File: src/tgi_blend.sv
// two-stage linear blend with round half up
`timescale 1ns / 1ps
module tgi_blend (
  input  logic              clk_i,
  input  logic signed [31:0] lo_i,
  input  logic signed [31:0] hi_i,
  input  logic [15:0]       w_i,
  output logic signed [31:0] y_o
);

  logic signed [32:0] diff;
  logic signed [49:0] prod_q;
  logic signed [31:0] lo_q;
  logic signed [49:0] acc;

  // zero weight keeps the lower sample and ignores the upper one
  assign diff = (w_i == '0) ? '0 : 33'(hi_i) - 33'(lo_i);
  assign acc  = 50'(lo_q) + ((prod_q + 50'sd32768) >>> 16);

  always_ff @(posedge clk_i) begin
    prod_q <= diff * $signed({1'b0, w_i});
    lo_q   <= lo_i;
    y_o    <= acc[31:0];
  end

endmodule

File: config.mk
export PLATFORM = sky130hd
export DESIGN_NAME = tgi_blend
export DESIGN_NICKNAME = d
export VERILOG_FILES = /design/src/tgi_blend.sv
export SDC_FILE = /design/constraint.sdc
export NUM_CORES = 2
export LEC_CHECK = 0
export BUFFER_PORTS_ARGS = -buffer_cell sky130_fd_sc_hd__buf_2
export CORE_MARGIN = 2
export CORE_UTILIZATION = 48
export CTS_BUF_LIST = sky130_fd_sc_hd__clkbuf_8
export DETAILED_ROUTE_END_ITERATION = 8
export PLACE_DENSITY_LB_ADDON = 0.08
export SLEW_MARGIN = 15
export SYNTH_ARGS = -nofsm -noshare
export SYNTH_HDL_FRONTEND = slang
export SYNTH_SLANG_ARGS = --single-unit
File: constraint.sdc
create_clock -name clk_i -period 25.4 [get_ports clk_i]
set_input_delay 5.08 -clock clk_i [delete_from_list [all_inputs] [get_ports clk_i]]
set_output_delay 5.08 -clock clk_i [all_outputs]
set_load 0.005 [all_outputs]
# == Word level (Yosys, flattened, before mapping) ==
# Index checks and enable logic that the tools add are counted.
# totals
output_inout_bits,32
reg_bits,112
in_bits,81
# op_classes
muxes,1
n_reduce_logical,1
mul,1
n_addsub,3
# ops
cell,count
"adder 48 x 17 -> 48 bit, second input constant",1
multiplier 33 x 17 -> 48 bit,1
2-to-1 mux 33 bit,1
subtractor 32 x 32 -> 33 bit,1
adder 32 bit,1
logical NOT 16 bit,1

# == Logic depth before layout (Yosys ltp) ==
# depth
word_depth,3
ltp_mapped,41
ltp_nobuf,38

# == Worst setup path after synthesis ==
# Ideal clock, no wire load.
# synth_timing
kind,in2reg
startpoint,input port hi_i[0]
endpoint,register prod_q[45]
arrival_ns,13.082
path_buffers,3
stages,37
required_ns,25.273
setup_time_ns,0.127
path_slack_ns,12.191
cell_sequence,inv_1 ha_1 fa_1 nor2b_1 o31a_1 nor4_1 o21ba_2 o21ai_2 a41oi_2 o211ai_1 a21oi_1 nand2b_1 buf_2 clkbuf_1 o311ai_0 fa_1 inv_1 fa_1 fa_1 inv_1 fa_1 fa_1 inv_1 fa_1 inv_1 ha_1 clkbuf_1 o21ai_0 a21oi_1 a221o_1 nor3_1 and3_4 o31ai_4 o21ai_2 a2bb2oi_1 nor3_1 or3_1
# synth_between
elab_chain_cells,3
# synth_lines
item,line_no,source
start: declaration,6,"input logic signed [31:0] hi_i,"
subtractor 32 x 32 -> 33 bit,17,assign diff = (w_i == '0) ? '0 : 33'(hi_i) - 33'(lo_i);
2-to-1 mux 33 bit,17,
multiplier 33 x 17 -> 48 bit,21,"prod_q <= diff * $signed({1'b0, w_i});"
end signal: assignment,21,
end: declaration,12,logic signed [49:0] prod_q;
# No other way between the ends.

# == Final worst setup path ==
# layout_timing
startpoint,input port lo_i[0]
endpoint,register prod_q[45]
# layout_between
elab_chain_cells,3
# layout_lines
item,line_no,source
start: declaration,5,"input logic signed [31:0] lo_i,"
subtractor 32 x 32 -> 33 bit,17,
2-to-1 mux 33 bit,17,
multiplier 33 x 17 -> 48 bit,21,
# No other way between the ends.

==> results.yml <==
route:
  drtIter0Drc: 1249
  post-route-drc-count: 0
  wl_um: 67600
  firstDrtPassIters: 9
  num_vias: 18500
  postRouteAntennaNets: 0
  drt-wirelength-per-cell_um: 19.5
  via_per_inst: 5.33
synthesis:
  synth_warnings: 0
  synth_top_area_frac: 0.407
  avgSynthCellArea_sq_um: 8.67
  synth_seq_cells: 97
  ys_seq_area_frac: 0.0812
  synthesis.area_sq_um: 23900
  async_flop_share: 0
  ys_top_cells_by_area: "fa_1, inv_1, ha_1"
  synth_ff_type: "dfxtp_1"
  synthCells: 2757
  synth_area_leader_cell: "fa_1"
  syn_nets: 3501
  synth_cell_types: 70
  synth-edff-count: 0
clock_network:
  cts_max_level: 3
  cts_buffers: 9
  cts_root_buffer: "clkbuf_8"
  cts.hold.buffers_added: 0
  postCtsSetupBuffers: 0
  cts_resized: 0
  clock_path_buffers: 2
  cts_tree: "built"
  clk_pin_slew_ns: 0.12
  cts.sinks: 97
  clock_latency_ns: 0.43
critical_path:
  critPathKind: "in -> reg"
  max_stage_delay_ns: 0.70
  r2r_end: "y_o[31]"
  rr_startpoint: "prod_q[17]"
  ff2ff_setup_slack_ns: 20.76
  critPathSlowestCell: "nand2b_1"
  worstPathArrival_ns: 14.99
  crit_fanout: 33
  required_ns: 25.73
  crit_family: "adder cells"
  cp-end-kind: "flip-flop"
  cp_num_buf_inv: 5
  r2r_cells: 18
  start_kind: "input port"
  cpMostUsedCell: "fa_1"
die:
  die_h_um: 227
  placementRows: 81
  die_area_sq_um: 51600
  die_x_um: 227
  ios: 113
  initial_utilization: 0.487
  core_sq_um: 49100
grt:
  grt_use_met1: 0.370
  grt_use_met3: 0.0479
  grt_pass1_vias: 19900
  grt_max_degree: 39
  grt_pass1_wl_um: 109000
  grt.total_usage: 0.279
  grtUsageMet2: 0.472
  overflow: 0
  grt_busiest_layer: "met2"
  antenna_found_initial: 1
timing:
  setup_viol: 0
  timing_hold_violations_final: 0
  slew_violations: 0
  fmax_mhz: 68.2
  tns_ns: 0
  fin_crit_sh: 0.577
  grt_setup_unrepaired: "false"
  relSlewSlack: 0.202
  worst_pin_slew_ns: 1.19
  fin_skew_ns: 0.0221
  period_needed_ns: 14.66
cells_and_area:
  fin_nets: 3542
  postLayoutCellArea_sq_um: 25400
  final_util: 0.518
  areaGrowthSynthToFinish_pct: 6.22
  drive_gt1_frac: 0.0724
  nFillCells: 4759
min_path:
  worst_hold_path_type: "reg -> reg"
  hold_depth: 1
  holdPathEnd: "y_o[0]"
  hp-start: "lo_q[0]"
placement:
  dp.final_hpwl_um: 51400
  port_buffers: 112
  place_area_sq_um: 25200
  place.gp.congestion: 0.888
status:
  status: "finished clean"
run:
  cap_viol_max_count: 0
[cell type report]
cell class	instances	area [sq um]	area share
multi-input cells	1928	19300	0.759
inverters	609	2290	0.0900
flip-flops and latches	97	1940	0.0765
repair buffers	153	868	0.0342
well taps	664	831	0.0327
clock buffers	9	124	0.00488
clock inverters	7	65.1	0.00256
diodes	1	2.50	0.0000985
[sequential cells by signal, summed over array words and instances, names as in the netlist]
signal  count
prod_q     33
lo_q       32
y_o        32
[metrics by stage]
step	hold slack (ns)	cells	worst slack, ns
6_report	0.517	3468	10.74
5_1_grt	0.539	3467	10.08
4_1_cts	0.524	3467	10.84
3_5_place_dp	0.498	3451	10.36
3_3_place_gp	0.484	3451	10.57
2_1_floorplan	0.432	2757	12.19
[cell usage in the layout, fill, tap and decap left out, types with 7 or more instances in the layout]
| cell type | n |
|---|---|
| o22ai_1 | 16 |
| nand2b_1 | 29 |
| o21bai_1 | 12 |
| and2_1 | 228 |
| and3_1 | 26 |
| a21oi_1 | 73 |
| fa_1 | 486 |
| nor2_1 | 69 |
| nor2_2 | 11 |
| a211oi_1 | 8 |
| nor4_1 | 7 |
| a31oi_1 | 21 |
| xor2_1 | 40 |
| inv_1 | 608 |
| xnor2_1 | 79 |
| buf_2 | 112 |
| nor2b_1 | 21 |
| nor3_1 | 24 |
| o311a_1 | 10 |
| buf_4 | 41 |
| ha_1 | 177 |
| o21a_1 | 19 |
| clkbuf_8 | 9 |
| nand2_1 | 351 |
| o21ai_0 | 54 |
| nand3_1 | 30 |
| nand4_1 | 26 |
| dfxtp_1 | 97 |
| o311ai_0 | 7 |
| a21o_1 | 32 |
[layer usage]
layer | up-vias | part of all wire
met4 | 0 | 0.025
met3 | 94 | 0.071
li1 | 8438 | -
met5 | - | 0
met1 | 9337 | 0.42
met2 | 621 | 0.48
[worst max-delay path by stage]
stage                  from         end  slack [ns]  cells after the start
floorplan           hi_i[0]  prod_q[45]       12.19                     37
global placement    lo_i[0]  prod_q[45]       10.57                     35
detailed placement  lo_i[0]  prod_q[45]       10.36                     35
CTS                 lo_i[0]  prod_q[45]       10.84                     35
global route        lo_i[0]  prod_q[44]       10.08                     35
finish              lo_i[0]  prod_q[45]       10.74                     35
[synthesized netlist by cell type (all sizes together) (7+ instances only)]
cell type and count:
nor2 80, xnor2 81, xor2 42, a211oi 9, clkbuf 106, a31oi 22
o311ai 8, o21bai 12, nand2 351, o21ai 59, nand2b 29, nand4 26
a21oi 74, nor4 7, o22ai 17, dfxtp 97, nor3 25, ha 177
nor2b 21, o21a 19, nand3 30, fa 486, inv 608, and2 228
a21o 32, and3 27, buf 17, o311a 10
[cells by family after synthesis]
kind of cell | after synthesis | share of synthesized area
AOI/OAI and AO/OA | 303 | 0.0850
xor gates and xnor gates | 124 | 0.0460
adders and majority gates | 663 | 0.500
buffers and inverters | 732 | 0.116
DFF | 97 | 0.0812
muxes | 1 | 0.000419
and+or+nand+nor | 837 | 0.172
Power is not shown: default switching activity piles up to over one toggle a cycle in this logic, so the estimate is an artifact.
