--- src/tgi_axis.sv ---
// per-axis locate pipeline: offset, scale, cell index and weight
`timescale 1ns / 1ps
module tgi_axis #(
  parameter int INTERVALS = 15,
  parameter int IW        = $clog2(INTERVALS + 1)
) (
  input  logic              clk_i,
  input  logic signed [31:0] coord_i,
  input  logic signed [31:0] origin_i,
  input  logic [31:0]       inv_i,
  output logic [IW-1:0]     lo_o,
  output logic [IW-1:0]     hi_o,
  output logic [15:0]       w_o,
  output logic              oog_o
);

  logic [32:0] off_q;
  logic [63:0] p_q;
  logic        neg_oog_q;
  logic [31:0] mag;
  logic [31:0] ipart;
  logic        last;

  assign mag   = off_q[32] ? '0 : off_q[31:0];
  assign ipart = p_q[63:32];
  assign last  = (ipart == 32'(INTERVALS));

  always_ff @(posedge clk_i) begin
    off_q     <= {coord_i[31], coord_i} - {origin_i[31], origin_i};
    p_q       <= {32'd0, mag} * {32'd0, inv_i};
    neg_oog_q <= off_q[32] & (inv_i != '0);
    oog_o     <= neg_oog_q | (ipart > 32'(INTERVALS));
    lo_o      <= IW'(ipart);
    hi_o      <= last ? IW'(ipart) : IW'(ipart + 32'd1);
    w_o       <= last ? '0 : p_q[31:16];
  end

endmodule

--- config.mk ---
export PLATFORM = sky130hd
export DESIGN_NAME = tgi_axis
export DESIGN_NICKNAME = d
export VERILOG_FILES = /design/src/tgi_axis.sv
export SDC_FILE = /design/constraint.sdc
export NUM_CORES = 2
export LEC_CHECK = 0
export BUFFER_PORTS_ARGS = -buffer_cell sky130_fd_sc_hd__buf_2
export CAP_MARGIN = 40
export CELL_PAD_IN_SITES_DETAIL_PLACEMENT = 0
export CELL_PAD_IN_SITES_GLOBAL_PLACEMENT = 2
export CORE_UTILIZATION = 45
export DETAILED_ROUTE_END_ITERATION = 10
export PLACE_DENSITY_LB_ADDON = 0.1
export SYNTH_ARGS = -nofsm -noshare
export SYNTH_HDL_FRONTEND = slang
export SYNTH_SLANG_ARGS = --single-unit
--- constraint.sdc ---
create_clock -name clk_i -period 14.5 [get_ports clk_i]
set_input_delay 0 -clock clk_i [delete_from_list [all_inputs] [get_ports clk_i]]
set_output_delay 0 -clock clk_i [all_outputs]
set_load 0.05 [all_outputs]
## After elaboration in Yosys (flattened, before gate mapping)

Cells that the tools add are included.
Widths: inputs -> output; s select.

- Memories: 0
- Register bits after elaboration: 123
- ROM bits: 0
- RAM bits: 0
- Latch bits: 0
- Output and inout port bits: 25

- Multiplexer cells: 2
- $lt $le $gt $ge: 1
- Add/subtract/negate cells: 2
- Shifts and indexed selects: 0
- Reduce and logical (&&, ||, !) cells: 1
- $mul: 1
- Bitwise gates (word level): 2
- Div/mod/pow operators: 0
- Equal/unequal tests: 1

Operator list:

| kind | number |
|---|---|
| $mul 32x32->64 | 1 |
| $sub 32x32->33 | 1 |
| $eq 32x4->1 const B | 1 |
| $gt 32x4->1 const B | 1 |
| $mux 32 | 1 |
| $reduce_bool 32->1 | 1 |
| $add 4x1->4 const B | 1 |
| $mux 4 | 1 |
| $and 1x1->1 | 1 |
| $or 1x1->1 | 1 |

## Longest topological paths before layout

- Word-level depth: 2
- Depth in mapped cells: 31
- Gate-level depth less buffers: 28

## Least setup slack after synthesis

Ideal clock, no wire load.

- Path kind: flip-flop to flip-flop
- Start: register off_q[32]
- End: register p_q[52]
- Data arrival time: 7.423 ns
- Path buffers: 3
- Period minus slack after synthesis: 7.545 ns
- Slack: 6.955 ns
- Library setup time: 0.122 ns
- Required time: 14.378 ns
- Stages on the path, launching flop included: 28
- Cells stage by stage: dfxtp_1 clkbuf_1 nor2b_1 clkbuf_1 and2_1 fa_1 fa_1 inv_1 fa_1 fa_1 inv_1 fa_1 fa_1 fa_1 inv_1 fa_1 inv_1 ha_1 buf_2 a21o_1 a21o_1 a221oi_1 o21ai_1 a221oi_2 a21oi_1 or2_1 or3_1 xor2_1

- Word-level cells in the longest chain between the ends: 2

RTL lines:

| item | line | source |
|---|---|---|
| start, declared | 17 | `logic [32:0] off_q;` |
| start signal, assigned | 29 | `off_q <= {coord_i[31], coord_i} - {origin_i[31], origin_i};` |
| $mux 32 | 24 | `assign mag = off_q[32] ? '0 : off_q[31:0];` |
| $mul 32x32->64 | 30 | `p_q <= {32'd0, mag} * {32'd0, inv_i};` |
| end signal, assigned | 30 |  |
| end, declared | 18 | `logic [63:0] p_q;` |

Every way passes these cells.
A chain may end at the register's enable or synchronous reset.

## Worst setup path in the final report

Same ends and word-level chain as after synthesis.

==> flow_summary.toml <==
[outcome]
status = "finished, final reports clean"

[yosys]
synthesis.area_sq_mm = 0.0375
synth_seq_cells = 107
synth-seq-area-share_pct = 5.71
synth_warnings = 0
dominantRegCellSynth = "dfxtp_1"
synth_fp_nets = 5410
synth_area_per_cell_sq_um = 9.09
async_flop_share_pct = 0
synth-edff-count = 0
syn_inst = 4124
yosysUniqueCellTypes = 68

[timing]
tns_ps = 0
rsz0062_at_grt = "false"
tightest_slew_ps = 940
fin_crit_ps = 8730
drv_slew = 0
setup_viol = 0
fmax_ghz = 0.115
period_share_pct = 60.2
finalHoldViolCount = 0
slew_headroom_pct = 37.4
finClkSkew_ps = 24.4

[finish]
utilization_pct = 48.3
fin_cells = 5187
final_net_count = 5397
drive_gt1_share_pct = 5.86
syn_to_final_growth_pct = 6.01

[critical_path]
crit_arrival_ps = 9040
crit_top_cell = "fa_1"
worstPathMaxFanout = 34
worstSetupEndpointType = "register"
cp_slowest_cell = "a311oi_1"
max_stage_delay_ps = 590
required_ps = 14810
critPathLaunchType = "register"
path_class = "reg2reg"

[floorplan]
rows = 105
pin_count = 122
core-area_sq_mm = 0.0822
die_w_um = 291
initial_core_util_pct = 45.6
die-area_sq_mm = 0.0845
fp.dieH_um = 291

[cts]
cts_tree = "built"
cts_sinks = 107
clockBufferDepth = 2
insertion_delay_ps = 420
clockRootBuffer = "clkbuf_16"
cts_buffers = 9
clkTransAtPathRegs_ps = 110
ctsHoldBuffers = 19
cts_resized = 0
htree_levels = 3
post_cts_buffers = 0

[drt]
wl_um = 114000
wl_met2_um = 58100
vias = 27003
wl_per_cell_um = 21.9
first_pass_iters = 5
vias_per_cell = 5.21
drc = 0
drt-initial-drc-count = 1321
antenna_left = 0
highest_layer = "met4"
wl_met1_um = 46400
wl_met3_um = 4800

[placement]
gp_congestion = 0.860
dpl.cell_count = 5151
numPortBuffers = 121
hpwl_um = 86200

[grt]
grt_pass1_vias = 29549
grt_pass1_wl_um = 178000
gr-total-overflow = 0
grt_usage_pct = 27.9
antenna_found_initial = 4
grt_start_max_net_pins = 35

[flow_run]
drv_cap = 0

[min_path]
hp-class = "in2reg"
## flip-flops by register name, summed over array words and instances, names as in the netlist
name,count
neg_oog_q,1
off_q,33
p_q,48
w_o,16
oog_o,1
lo_o,4
hi_o,4
## layer usage
metal  vias to the layer above  global-route usage [%]
li1                      12039                       -
met1                     14158                    35.1
met2                       655                    49.8
met3                       151                    2.70
met4                         0                    9.99
met5                         -                       0
## cell families after synthesis
| logic type | Yosys count | synth area share (%) |
|---|---|---|
| fa+ha+maj | 1189 | 57.6 |
| xor+xnor | 77 | 1.80 |
| buf+inv | 1159 | 11.6 |
| mux | 3 | 0.0834 |
| simple gates | 1307 | 18.1 |
| compound gates | 282 | 5.08 |
| flops | 107 | 5.71 |
## critical path: cells and delay by family, from the launching register on
family / cells / cell delay, ps
XOR/XNOR: 1 / 150
AND/OR/NAND/NOR: 4 / 990
AO/OA/AOI/OAI: 5 / 1610
buffers and inverters: 7 / 1080
flip-flops: 1 / 320
adder cells (fa/ha/maj): 9 / 4420
## cells in the mapped netlist, drive strengths merged (27+ instances only)
cell	count	area [sq um]
dfxtp	107	2140
a21oi	89	449
nor2	56	210
ha	293	3670
nor2b	54	338
xnor2	50	438
inv	943	3540
a21o	50	375
clkbuf	212	796
and2	603	3770
xor2	27	236
nand2	494	1850
fa	896	17900
o21ai	50	258
## worst paths after layout
check / startpoint / end / slack, ps / depth (start not counted)
worst min register to register: p_q[35]$_DFF_P_ / lo_o[3]$_DFF_P_ / 410 / 0
worst min-delay path: origin_i[30] / off_q[30]$_DFF_P_ / 20 / 4
worst max-delay path: off_q[32]$_DFF_P_ / p_q[52]$_DFF_P_ / 5770 / 26
worst max register to register: off_q[32]$_DFF_P_ / p_q[52]$_DFF_P_ / 5770 / 26
## placed cells by master, fill, tap and decap left out, types with 27 or more instances in the layout
master / instances
xor2_1: 27
nand2_1: 494
buf_4: 42
fa_1: 896
dfxtp_1: 106
nor2b_2: 30
inv_1: 943
o21ai_0: 45
buf_2: 121
a21o_1: 50
a21oi_1: 88
ha_1: 293
xnor2_1: 50
nor2_1: 56
and2_1: 603
## stage by stage
| step | cell area, sq um | setup WS (ps) | hold WS [ps] |
|---|---|---|---|
| 5_1_grt | 39700 | 5350 | 30.5 |
| 2_1_floorplan | 37500 | 6960 | 170 |
| 3_5_place_dp | 39200 | 5780 | 278 |
| 3_3_place_gp | 39000 | 5780 | 286 |
| 6_report | 39700 | 5770 | 18.5 |
| 4_1_cts | 39700 | 5790 | 5.22 |
## cell type report
| cell class | count | area, sq um |
|---|---|---|
| Antenna cell | 1 | 2.50 |
| Timing Repair Buffer | 192 | 1320 |
| Multi-Input combinational cell | 2858 | 31100 |
| Sequential cell | 107 | 2140 |
| Clock inverter | 7 | 93.8 |
| Fill cell | 8145 | 42500 |
| Tap cell | 1070 | 1340 |
| Clock buffer | 9 | 225 |
| Inverter | 943 | 3540 |
Power is left out: the tool's default activity adds up to more than one toggle a clock period on the data nets, which glitch-free logic cannot reach.
